[src/rtl/pacs_pkg.sv]
`timescale 1ns / 1ps

package pacs_pkg;

   // slot store geometry
   localparam int SLOT_COUNT = 8;
   localparam int CODE_W     = 8;
   localparam int IDX_W      = (SLOT_COUNT > 1) ? $clog2(SLOT_COUNT) : 1;
   localparam int CNT_W      = $clog2(SLOT_COUNT + 1);

   // result field widths
   localparam int ENTRY_W    = 4;
   localparam int RSP_DATA_W = 8;

   // request kinds
   localparam logic FUNC_ADD    = 1'b0;
   localparam logic FUNC_REMOVE = 1'b1;

   // slot memory access from the sequencer
   typedef struct packed {
      logic              rd_en;
      logic [IDX_W-1:0]  rd_addr;
      logic              wr_en;
      logic [IDX_W-1:0]  wr_addr;
      logic [CODE_W-1:0] wr_data;
   } mem_req_type;

   // one finished result
   typedef struct packed {
      logic               changed;
      logic [ENTRY_W-1:0] entry_count;
      logic               list_full;
   } result_type;

endpackage

[src/rtl/packed_alarm_code_set.sv]
`timescale 1ns / 1ps

// Packed set of distinct nonzero alarm codes held in SLOT_COUNT slots.
// Request channel (req_*): req_tdata carries the alarm code, req_tuser the
// request kind (0 add, 1 remove). A word is taken when req_tvalid and
// req_tready are both high. Code zero is ignored.
// Result channel (rsp_*): one word per request with the changed flag, the
// entry count after the request and the full flag.
// Timing: the slot memory is read one slot per cycle until the code is
// found or the occupied slots are exhausted; a remove then moves each later
// entry down, one slot per cycle. Scan and shift together touch each of the
// n occupied slots at most once; code zero or an empty list skips both. The
// next request word can be taken once the result word has moved from the
// done state into the output register.
// One request is worked on at a time; req_tready is high only while idle.
// Reset empties the list at once (the entry count is cleared; slot memory
// beyond the count is never read), and drops any pending result word.
// When the receiver stalls, the result word is held in the output register;
// a later result waits in the done state until that word is taken.
module packed_alarm_code_set
   import pacs_pkg::*;
(
   input  logic                  clock,
   input  logic                  reset,
   // request channel
   input  logic                  req_tvalid,
   output logic                  req_tready,
   input  logic [CODE_W-1:0]     req_tdata,   // [7:0] alarm_code
   input  logic                  req_tuser,   // [0] func
   // result channel
   output logic                  rsp_tvalid,
   input  logic                  rsp_tready,
   output logic [RSP_DATA_W-1:0] rsp_tdata    // [0] changed, [4:1] entry_count,
                                              // [5] list_full, [7:6] zero
);

   mem_req_type       mem_req;
   logic [CODE_W-1:0] mem_rd_data;
   logic              res_valid;
   logic              res_ready;
   result_type        res;

   logic                  rsp_tvalid_ff, rsp_tvalid_in;
   logic [RSP_DATA_W-1:0] rsp_tdata_ff, rsp_tdata_in;

   pacs_ram #(
      .WIDTH (CODE_W),
      .DEPTH (SLOT_COUNT)
   ) u_slots (
      .clock   (clock),
      .wr_en   (mem_req.wr_en),
      .wr_addr (mem_req.wr_addr),
      .wr_data (mem_req.wr_data),
      .rd_en   (mem_req.rd_en),
      .rd_addr (mem_req.rd_addr),
      .rd_data (mem_rd_data)
   );

   pacs_ctrl u_ctrl (
      .clock       (clock),
      .reset       (reset),
      .req_valid   (req_tvalid),
      .req_ready   (req_tready),
      .req_func    (req_tuser),
      .req_code    (req_tdata),
      .mem_req     (mem_req),
      .mem_rd_data (mem_rd_data),
      .res_valid   (res_valid),
      .res_ready   (res_ready),
      .res         (res)
   );

   // output register takes a result when empty or being drained
   assign res_ready = !rsp_tvalid_ff || rsp_tready;

   always_comb begin
      rsp_tvalid_in = rsp_tvalid_ff;
      rsp_tdata_in  = rsp_tdata_ff;
      if (res_ready) begin
         rsp_tvalid_in = res_valid;
         if (res_valid) begin
            rsp_tdata_in = RSP_DATA_W'({res.list_full, res.entry_count, res.changed});
         end
      end
   end

   always_ff @(posedge clock) begin
      if (reset) begin
         rsp_tvalid_ff <= 1'b0;
      end else begin
         rsp_tvalid_ff <= rsp_tvalid_in;
      end
   end

   always_ff @(posedge clock) begin
      rsp_tdata_ff <= rsp_tdata_in;
   end

   assign rsp_tvalid = rsp_tvalid_ff;
   assign rsp_tdata  = rsp_tdata_ff;

endmodule

[src/rtl/pacs_ram.sv]
`timescale 1ns / 1ps

module pacs_ram #(
   parameter int WIDTH  = 8,
   parameter int DEPTH  = 8,
   localparam int ADDR_W = (DEPTH > 1) ? $clog2(DEPTH) : 1
) (
   input  logic              clock,
   input  logic              wr_en,
   input  logic [ADDR_W-1:0] wr_addr,
   input  logic [WIDTH-1:0]  wr_data,
   input  logic              rd_en,
   input  logic [ADDR_W-1:0] rd_addr,
   output logic [WIDTH-1:0]  rd_data
);

   logic [WIDTH-1:0] mem [DEPTH];
   logic [WIDTH-1:0] rd_data_ff;

   // one write port, one registered read port
   always_ff @(posedge clock) begin
      if (wr_en) begin
         mem[wr_addr] <= wr_data;
      end
      if (rd_en) begin
         rd_data_ff <= mem[rd_addr];
      end
   end

   assign rd_data = rd_data_ff;

endmodule

[src/rtl/pacs_ctrl.sv]
`timescale 1ns / 1ps

module pacs_ctrl
   import pacs_pkg::*;
(
   input  logic              clock,
   input  logic              reset,
   // request side
   input  logic              req_valid,
   output logic              req_ready,
   input  logic              req_func,
   input  logic [CODE_W-1:0] req_code,
   // slot memory
   output mem_req_type       mem_req,
   input  logic [CODE_W-1:0] mem_rd_data,
   // result side
   output logic              res_valid,
   input  logic              res_ready,
   output result_type        res
);

   typedef enum logic [3:0] {
      ST_IDLE  = 4'b0001,
      ST_SCAN  = 4'b0010,
      ST_SHIFT = 4'b0100,
      ST_DONE  = 4'b1000
   } state_type;

   state_type         state_ff, state_in;
   logic [CNT_W-1:0]  count_ff, count_in;
   logic [IDX_W-1:0]  idx_ff, idx_in;
   logic              func_ff, func_in;
   logic [CODE_W-1:0] code_ff, code_in;
   logic              changed_ff, changed_in;

   logic [CNT_W-1:0]  idx_ext;
   logic [CNT_W-1:0]  last_idx;
   logic              at_last;
   logic              shift_last;
   logic              accept;

   assign idx_ext    = CNT_W'(idx_ff);
   assign last_idx   = count_ff - CNT_W'(1);
   assign at_last    = (idx_ext == last_idx);
   assign shift_last = ((idx_ext + CNT_W'(2)) == count_ff);
   assign accept     = req_valid && req_ready;

   assign req_ready = (state_ff == ST_IDLE);
   assign res_valid = (state_ff == ST_DONE);

   // result fields from the updated count
   assign res.changed     = changed_ff;
   assign res.entry_count = ENTRY_W'(count_ff);
   assign res.list_full   = (count_ff == CNT_W'(SLOT_COUNT));

   // sequencer: scan slots one read per cycle, then append for an add or shift down for a remove
   always_comb begin
      state_in   = state_ff;
      count_in   = count_ff;
      idx_in     = idx_ff;
      func_in    = func_ff;
      code_in    = code_ff;
      changed_in = changed_ff;
      mem_req    = '0;

      unique case (state_ff)
         ST_IDLE: begin
            if (accept) begin
               func_in    = req_func;
               code_in    = req_code;
               changed_in = 1'b0;
               idx_in     = '0;
               if (req_code == '0) begin
                  state_in = ST_DONE;
               end else if (count_ff == '0) begin
                  // empty list: an add goes straight to slot zero
                  if (req_func == FUNC_ADD) begin
                     mem_req.wr_en   = 1'b1;
                     mem_req.wr_addr = '0;
                     mem_req.wr_data = req_code;
                     count_in        = CNT_W'(1);
                     changed_in      = 1'b1;
                  end
                  state_in = ST_DONE;
               end else begin
                  mem_req.rd_en   = 1'b1;
                  mem_req.rd_addr = '0;
                  state_in        = ST_SCAN;
               end
            end
         end

         ST_SCAN: begin
            if (mem_rd_data == code_ff) begin
               if (func_ff == FUNC_ADD) begin
                  state_in = ST_DONE;
               end else if (at_last) begin
                  // last entry removed, nothing to move
                  count_in   = last_idx;
                  changed_in = 1'b1;
                  state_in   = ST_DONE;
               end else begin
                  mem_req.rd_en   = 1'b1;
                  mem_req.rd_addr = IDX_W'(idx_ext + CNT_W'(1));
                  state_in        = ST_SHIFT;
               end
            end else if (at_last) begin
               // code absent
               if (func_ff == FUNC_ADD && count_ff != CNT_W'(SLOT_COUNT)) begin
                  mem_req.wr_en   = 1'b1;
                  mem_req.wr_addr = IDX_W'(count_ff);
                  mem_req.wr_data = code_ff;
                  count_in        = count_ff + CNT_W'(1);
                  changed_in      = 1'b1;
               end
               state_in = ST_DONE;
            end else begin
               mem_req.rd_en   = 1'b1;
               mem_req.rd_addr = IDX_W'(idx_ext + CNT_W'(1));
               idx_in          = IDX_W'(idx_ext + CNT_W'(1));
            end
         end

         ST_SHIFT: begin
            // read data holds the entry above idx; move it down
            mem_req.wr_en   = 1'b1;
            mem_req.wr_addr = idx_ff;
            mem_req.wr_data = mem_rd_data;
            if (shift_last) begin
               count_in   = last_idx;
               changed_in = 1'b1;
               state_in   = ST_DONE;
            end else begin
               mem_req.rd_en   = 1'b1;
               mem_req.rd_addr = IDX_W'(idx_ext + CNT_W'(2));
               idx_in          = IDX_W'(idx_ext + CNT_W'(1));
            end
         end

         ST_DONE: begin
            if (res_ready) begin
               state_in = ST_IDLE;
            end
         end

         default: begin
            state_in = ST_IDLE;
         end
      endcase
   end

   // control state
   always_ff @(posedge clock) begin
      if (reset) begin
         state_ff <= ST_IDLE;
         count_ff <= '0;
      end else begin
         state_ff <= state_in;
         count_ff <= count_in;
      end
   end

   // request payload and scan position
   always_ff @(posedge clock) begin
      idx_ff     <= idx_in;
      func_ff    <= func_in;
      code_ff    <= code_in;
      changed_ff <= changed_in;
   end

endmodule
[config.mk]
export PLATFORM = sky130hd
export DESIGN_NAME = packed_alarm_code_set
export DESIGN_NICKNAME = d
export VERILOG_FILES = /design/src/rtl/pacs_pkg.sv /design/src/rtl/packed_alarm_code_set.sv /design/src/rtl/pacs_ram.sv /design/src/rtl/pacs_ctrl.sv
export SDC_FILE = /design/constraint.sdc
export NUM_CORES = 1
export LEC_CHECK = 0
export BUFFER_PORTS_ARGS = -buffer_cell sky130_fd_sc_hd__buf_2
export CORE_ASPECT_RATIO = 0.9
export CORE_MARGIN = 3
export CORE_UTILIZATION = 52
export CTS_BUF_LIST = sky130_fd_sc_hd__clkbuf_8
export DETAILED_ROUTE_END_ITERATION = 10
export GPL_TIMING_DRIVEN = 0
export HOLD_SLACK_MARGIN = 0.05
export PLACE_DENSITY = 0.76
export SYNTH_ARGS = -nofsm -noshare
export SYNTH_HDL_FRONTEND = slang
export SYNTH_HIERARCHICAL = 1
export SYNTH_SLANG_ARGS = --single-unit
[constraint.sdc]
create_clock -name clock -period 6.3 [get_ports clock]
set_clock_uncertainty 0.15 [all_clocks]
set_input_delay 0.63 -clock clock [delete_from_list [all_inputs] [get_ports clock]]
set_output_delay 0.63 -clock clock [all_outputs]
set_load 0.05 [all_outputs]
Word level (Yosys, flattened, before mapping):

Memories as Yosys holds them, arrays and structs flattened. A register that Yosys moved wholly into a read port is not among the register bits.
Index checks and enable logic that the tools add are counted.

* bits in registers: 28
* memory bits (writable): 64
* input bits: 13
* word-level logic and storage cells: 101
* memories: 1

Memories
* u_slots.mem: words 8, width 8, rd ports 1, clocked after memory_dff 1, write ports 1, line pacs_ram.sv:17 `logic [WIDTH-1:0] mem [DEPTH];`

* add/sub/neg operators: 4
* equal/unequal tests: 22
* multiplexer cells: 52
* bitwise gates (word level): 1
* reductions and logical operators: 13

Operator list (count)
* 4-bit two-way mux: 24
* 12-bit two-way mux: 5
* 16-bit case mux with 3 select lines: 1
* 16-bit two-way mux: 2
* 4-bit case mux with 4 select lines: 1
* 2-bit inequality test (second input constant): 7
* 1-bit two-way mux: 12
* 3-bit two-way mux: 4
* 4-bit case mux with 3 select lines: 1
* 10-bit AND reduction: 1
* 3-bit case mux with 3 select lines: 1
* 4-bit == test (second input constant): 2
* 8-bit == test: 1
* 8-bit zero test: 1
* 7-bit AND reduction: 1
* 3-bit by 1-bit inequality test with 1-bit output (second input constant): 2
* 5-bit AND reduction: 1
* 3-bit by 2-bit adder with 4-bit output (second input constant): 1
* 4-bit by 1-bit adder with 4-bit output (second input constant): 1
* 3-bit by 4-bit == test with 1-bit output: 1
* 4-bit by 1-bit == test with 1-bit output (second input constant): 1
* 4-bit by 2-bit == test with 1-bit output (second input constant): 1
* 4-bit by 3-bit == test with 1-bit output (second input constant): 1
* 4-bit == test: 1
* other kinds (15): 18

Depth between registers and ports, before layout:

* depth in word-level cells: 8
* depth in mapped cells: 12

Cells and area by module:

Netlist, hierarchy kept.

By module, submodules not included
* pacs_ram: times used 1, cells each 114, area an instance 2771.4 um^2, seq. area each 2162.1 um^2
* pacs_ctrl: times used 1, cells each 173, area an instance 1755.4 um^2, seq. area each 550.5 um^2
* packed_alarm_code_set: times used 1, cells each 14, area an instance 254.0 um^2, seq. area each 200.2 um^2

Worst setup path before layout:

OpenSTA, ideal clock, no wires.

* path kind: register -> register
* from: register u_ctrl.count_ff[0]
* to: register u_slots.rd_data_ff[1], in the netlist u_slots/rd_data[1] (read register of u_slots.mem), data pin
* library setup time: 260 ps
* arrival time: 2808 ps
* setup slack: 3083 ps
* stages on the path, launching flop included: 13
* period minus slack after synthesis: 3217 ps
* path through: dfxtp_1 -> buf_6 -> inv_1 -> ha_1 -> xor2_1 -> and2_1 -> a31oi_4 -> o21ai_0 -> o21ai_0 -> buf_6 -> buf_12 -> mux4_1 -> mux2_2

RTL lines
* start: declaration: line pacs_ctrl.sv:30 `logic [CNT_W-1:0] count_ff, count_in;`
* start signal: assignment: line pacs_ctrl.sv:159 `count_ff <= count_in;`
* end: declaration: line pacs_ram.sv:18 `logic [WIDTH-1:0] rd_data_ff;`

==> metrics.txt <==
Crit Path Class flip-flop to flip-flop; Power per Cell Area 350.0 mW/mm^2; vias in the first global route 2641; GR Util All Layers 0.1880; post-route ant nets 0; met3 usage 0.02735; clk slew on worst S/H paths 100 ps; Worst Max-Slew Pin Slew 1403 ps; worst rel slew slack 0.05754; RD Place Congestion 0.8522; Synth Cell Area 0.004781 mm^2; CTS Root Cell clkbuf_8; post-detailed-route wirelength per cell 20.00 um; Syn-to-layout area delta 9.657%; Fmax 254.7 MHz; met1 global-route usage 0.2750; Starting Density 0.5452; first-pass GRT wire length 14650 um; hold-fix buffers at CTS 0; Port Buffers 20; unrepaired setup endpoints after global routing no; Seq/Total Area, Yosys 0.6093; post-CTS setup buffers 0; share of layout cells above drive strength 1 0.2537; max-cap viol count 0; Die ar. 0.01038 mm^2; status finished, final reports clean; Syn Inst Count 301; ys flop type edfxtp_1; Core ar. 0.008768 mm^2; asr flop ratio synth 0; DR pass1 iterations 6; #FFs+latches synth 100; endpoints failing hold 0; most area-hungry cell type in the Yosys netlist edfxtp_1; Ys Warns 6; Setup violations, final 0; CTS max path bufs 2; final net count 351; critical path, cell by cell inv_1 > ha_1 > xnor2_2 > xor2_1 > nand3_2 > nor4b_4 > or3_1 > nand2b_1 > nor3_1; GR Overflow Total 0; initial antenna violation count 0; ant diodes 0; Max VDD drop 0.1590 mV; hpwl dp 6482 um; list of most frequent post-synthesis cells edfxtp_1 (91), inv_1 (18), mux4_1 (15), nor2_1 (15), xor2_1 (13); CTS tree done; CP peak stage delay 1070 ps; flop2flop setup slack 2370 ps; CTS buffer count 9; Critical Path RT 6120 ps; CTS H-tree lvls 3; final critical-path required period 3926 ps; Mean Syn Cell Area 15.88 um^2; GR peak layer met2; Crit. End Element flip-flop; Synth area leaders edfxtp_1 (57%), mux4_1 (8.2%), dfxtp_1 (3.8%), xor2_1 (2.4%), mux2_2 (1.9%); Die X 107.1 um; CP Buf/Inv Count 1; Hold Crit Class flip-flop to flip-flop; Post-synth EDFFs 91; worst skew pair latency 360 ps; I/O pins 23; Final TNS setup 0 ps; Via density 5.832; Final WS setup 2374 ps; synth unique cells 67; initial DRC count 323; pre-CTS WS 2443 ps; pin count of the biggest net entering global routing 21; CP Max Fanout 8; Final Routed Wirelength 9162 um; Top delay family on crit path simple AND/OR/NAND/NOR gates; drc violations 0; Die H 96.97 um; final period utilization 0.6231; LEAKAGE 1.840 nW; met2 usage 0.2881; Resized Gates After CTS 0; vias 2671; Slew Limit Fails 0; most common cell in the netlist edfxtp_1; Slowest cell on crit path nor3_1; post-synth top area share 0.5716; Worst setup SP type flip-flop; Cell Rows 32; Num Clock Sinks 100; Arr. time, crit path 3750 ps
[state kept, by name, indices dropped and copies added, names as in the netlist]
signal,count
u_slots/mem,64
u_ctrl/count_ff,4
u_ctrl/code_ff,8
u_slots/rd_data,8
u_ctrl/state_ff,4
rsp_tdata,6
u_ctrl/func_ff,1
u_ctrl/idx_ff,3
rsp_tvalid,1
u_ctrl/changed_ff,1
[through the flow]
step                      total power, mW  area (um^2)  hold WS (ps)    util  instances
after global routing                1.933         5243         304.0  0.5979        458
after floorplan                     1.328         4785         252.9       -        302
after CTS                           1.839         5235         289.6  0.5970        457
final                               1.835         5243         288.3  0.5979        458
after global placement              1.436         5034         259.8  0.5741        441
after detailed placement            1.448         5034         265.7  0.5741        441
[worst reg2reg max path: stages, from the launching register on]
cell and delay (ps):
dfxtp_1 510, inv_1 130, ha_1 250, xnor2_2 180, xor2_1 340, nand3_2 210, nor4b_4 370, or3_1 210
nand2b_1 110, nor3_1 1070
[cell families after synthesis]
logic type / after synthesis / synth area share
AO/OA/AOI/OAI: 47 / 0.08977
XOR/XNOR: 20 / 0.03978
adder cells (fa/ha/maj): 4 / 0.01047
buffers and inverters: 35 / 0.04266
flip-flops: 100 / 0.6093
multiplexers: 24 / 0.1060
other: 1 / 0.0007844
AND/OR/NAND/NOR: 70 / 0.1013
[cells in the final DEF (no fill, tap or decap), drive strengths merged, types with 3 or more instances in the layout]
cell	n
edfxtp	91
buf	35
inv	21
nor2	17
mux4	16
xor2	14
nand2	12
clkbuf	12
a21oi	10
dfxtp	9
a222oi	8
mux2	8
nand2b	7
o21ai	7
nor3	7
xnor2	6
nor4	6
nand3	5
ha	4
and2	4
a211oi	4
clkinv	3
nor4b	3
[power breakdown]
part | leakage (nW) | total, mW | internal (mW) | switching, mW
clock | 0.0979 | 0.394 | 0.156 | 0.237
combinational | 0.822 | 0.569 | 0.203 | 0.365
sequential | 0.920 | 0.873 | 0.826 | 0.0465
total | 1.84 | 1.83 | 1.19 | 0.649
[metal layers]
metal  routed length, um  part of all wire
met3                 440             0.048
met5                   0                 0
met2                4394              0.48
met1                4199              0.46
met4                 127             0.014
[layout make-up]
class / count / area, um^2
well taps: 119 / 148.9
plain buffers: 17 / 136.4
flip-flops and latches: 100 / 2913
inverters: 18 / 67.56
multi-input cells: 167 / 1668
fillers: 633 / 3526
repair buffers: 21 / 107.6
clock buffers: 9 / 123.9
clock inverters: 7 / 77.57
[worst paths after layout]
check,start,to,depth (start not counted)
worst min register to register,u_ctrl/count_ff[3],rsp_tdata[4],0
worst max register to register,u_ctrl/count_ff[1],u_slots/mem[0][0],9
worst max-delay path,u_ctrl/count_ff[1],u_slots/mem[0][0],9
worst min-delay path,u_ctrl/count_ff[3],rsp_tdata[4],0
(Power assumes the default switching activity.)
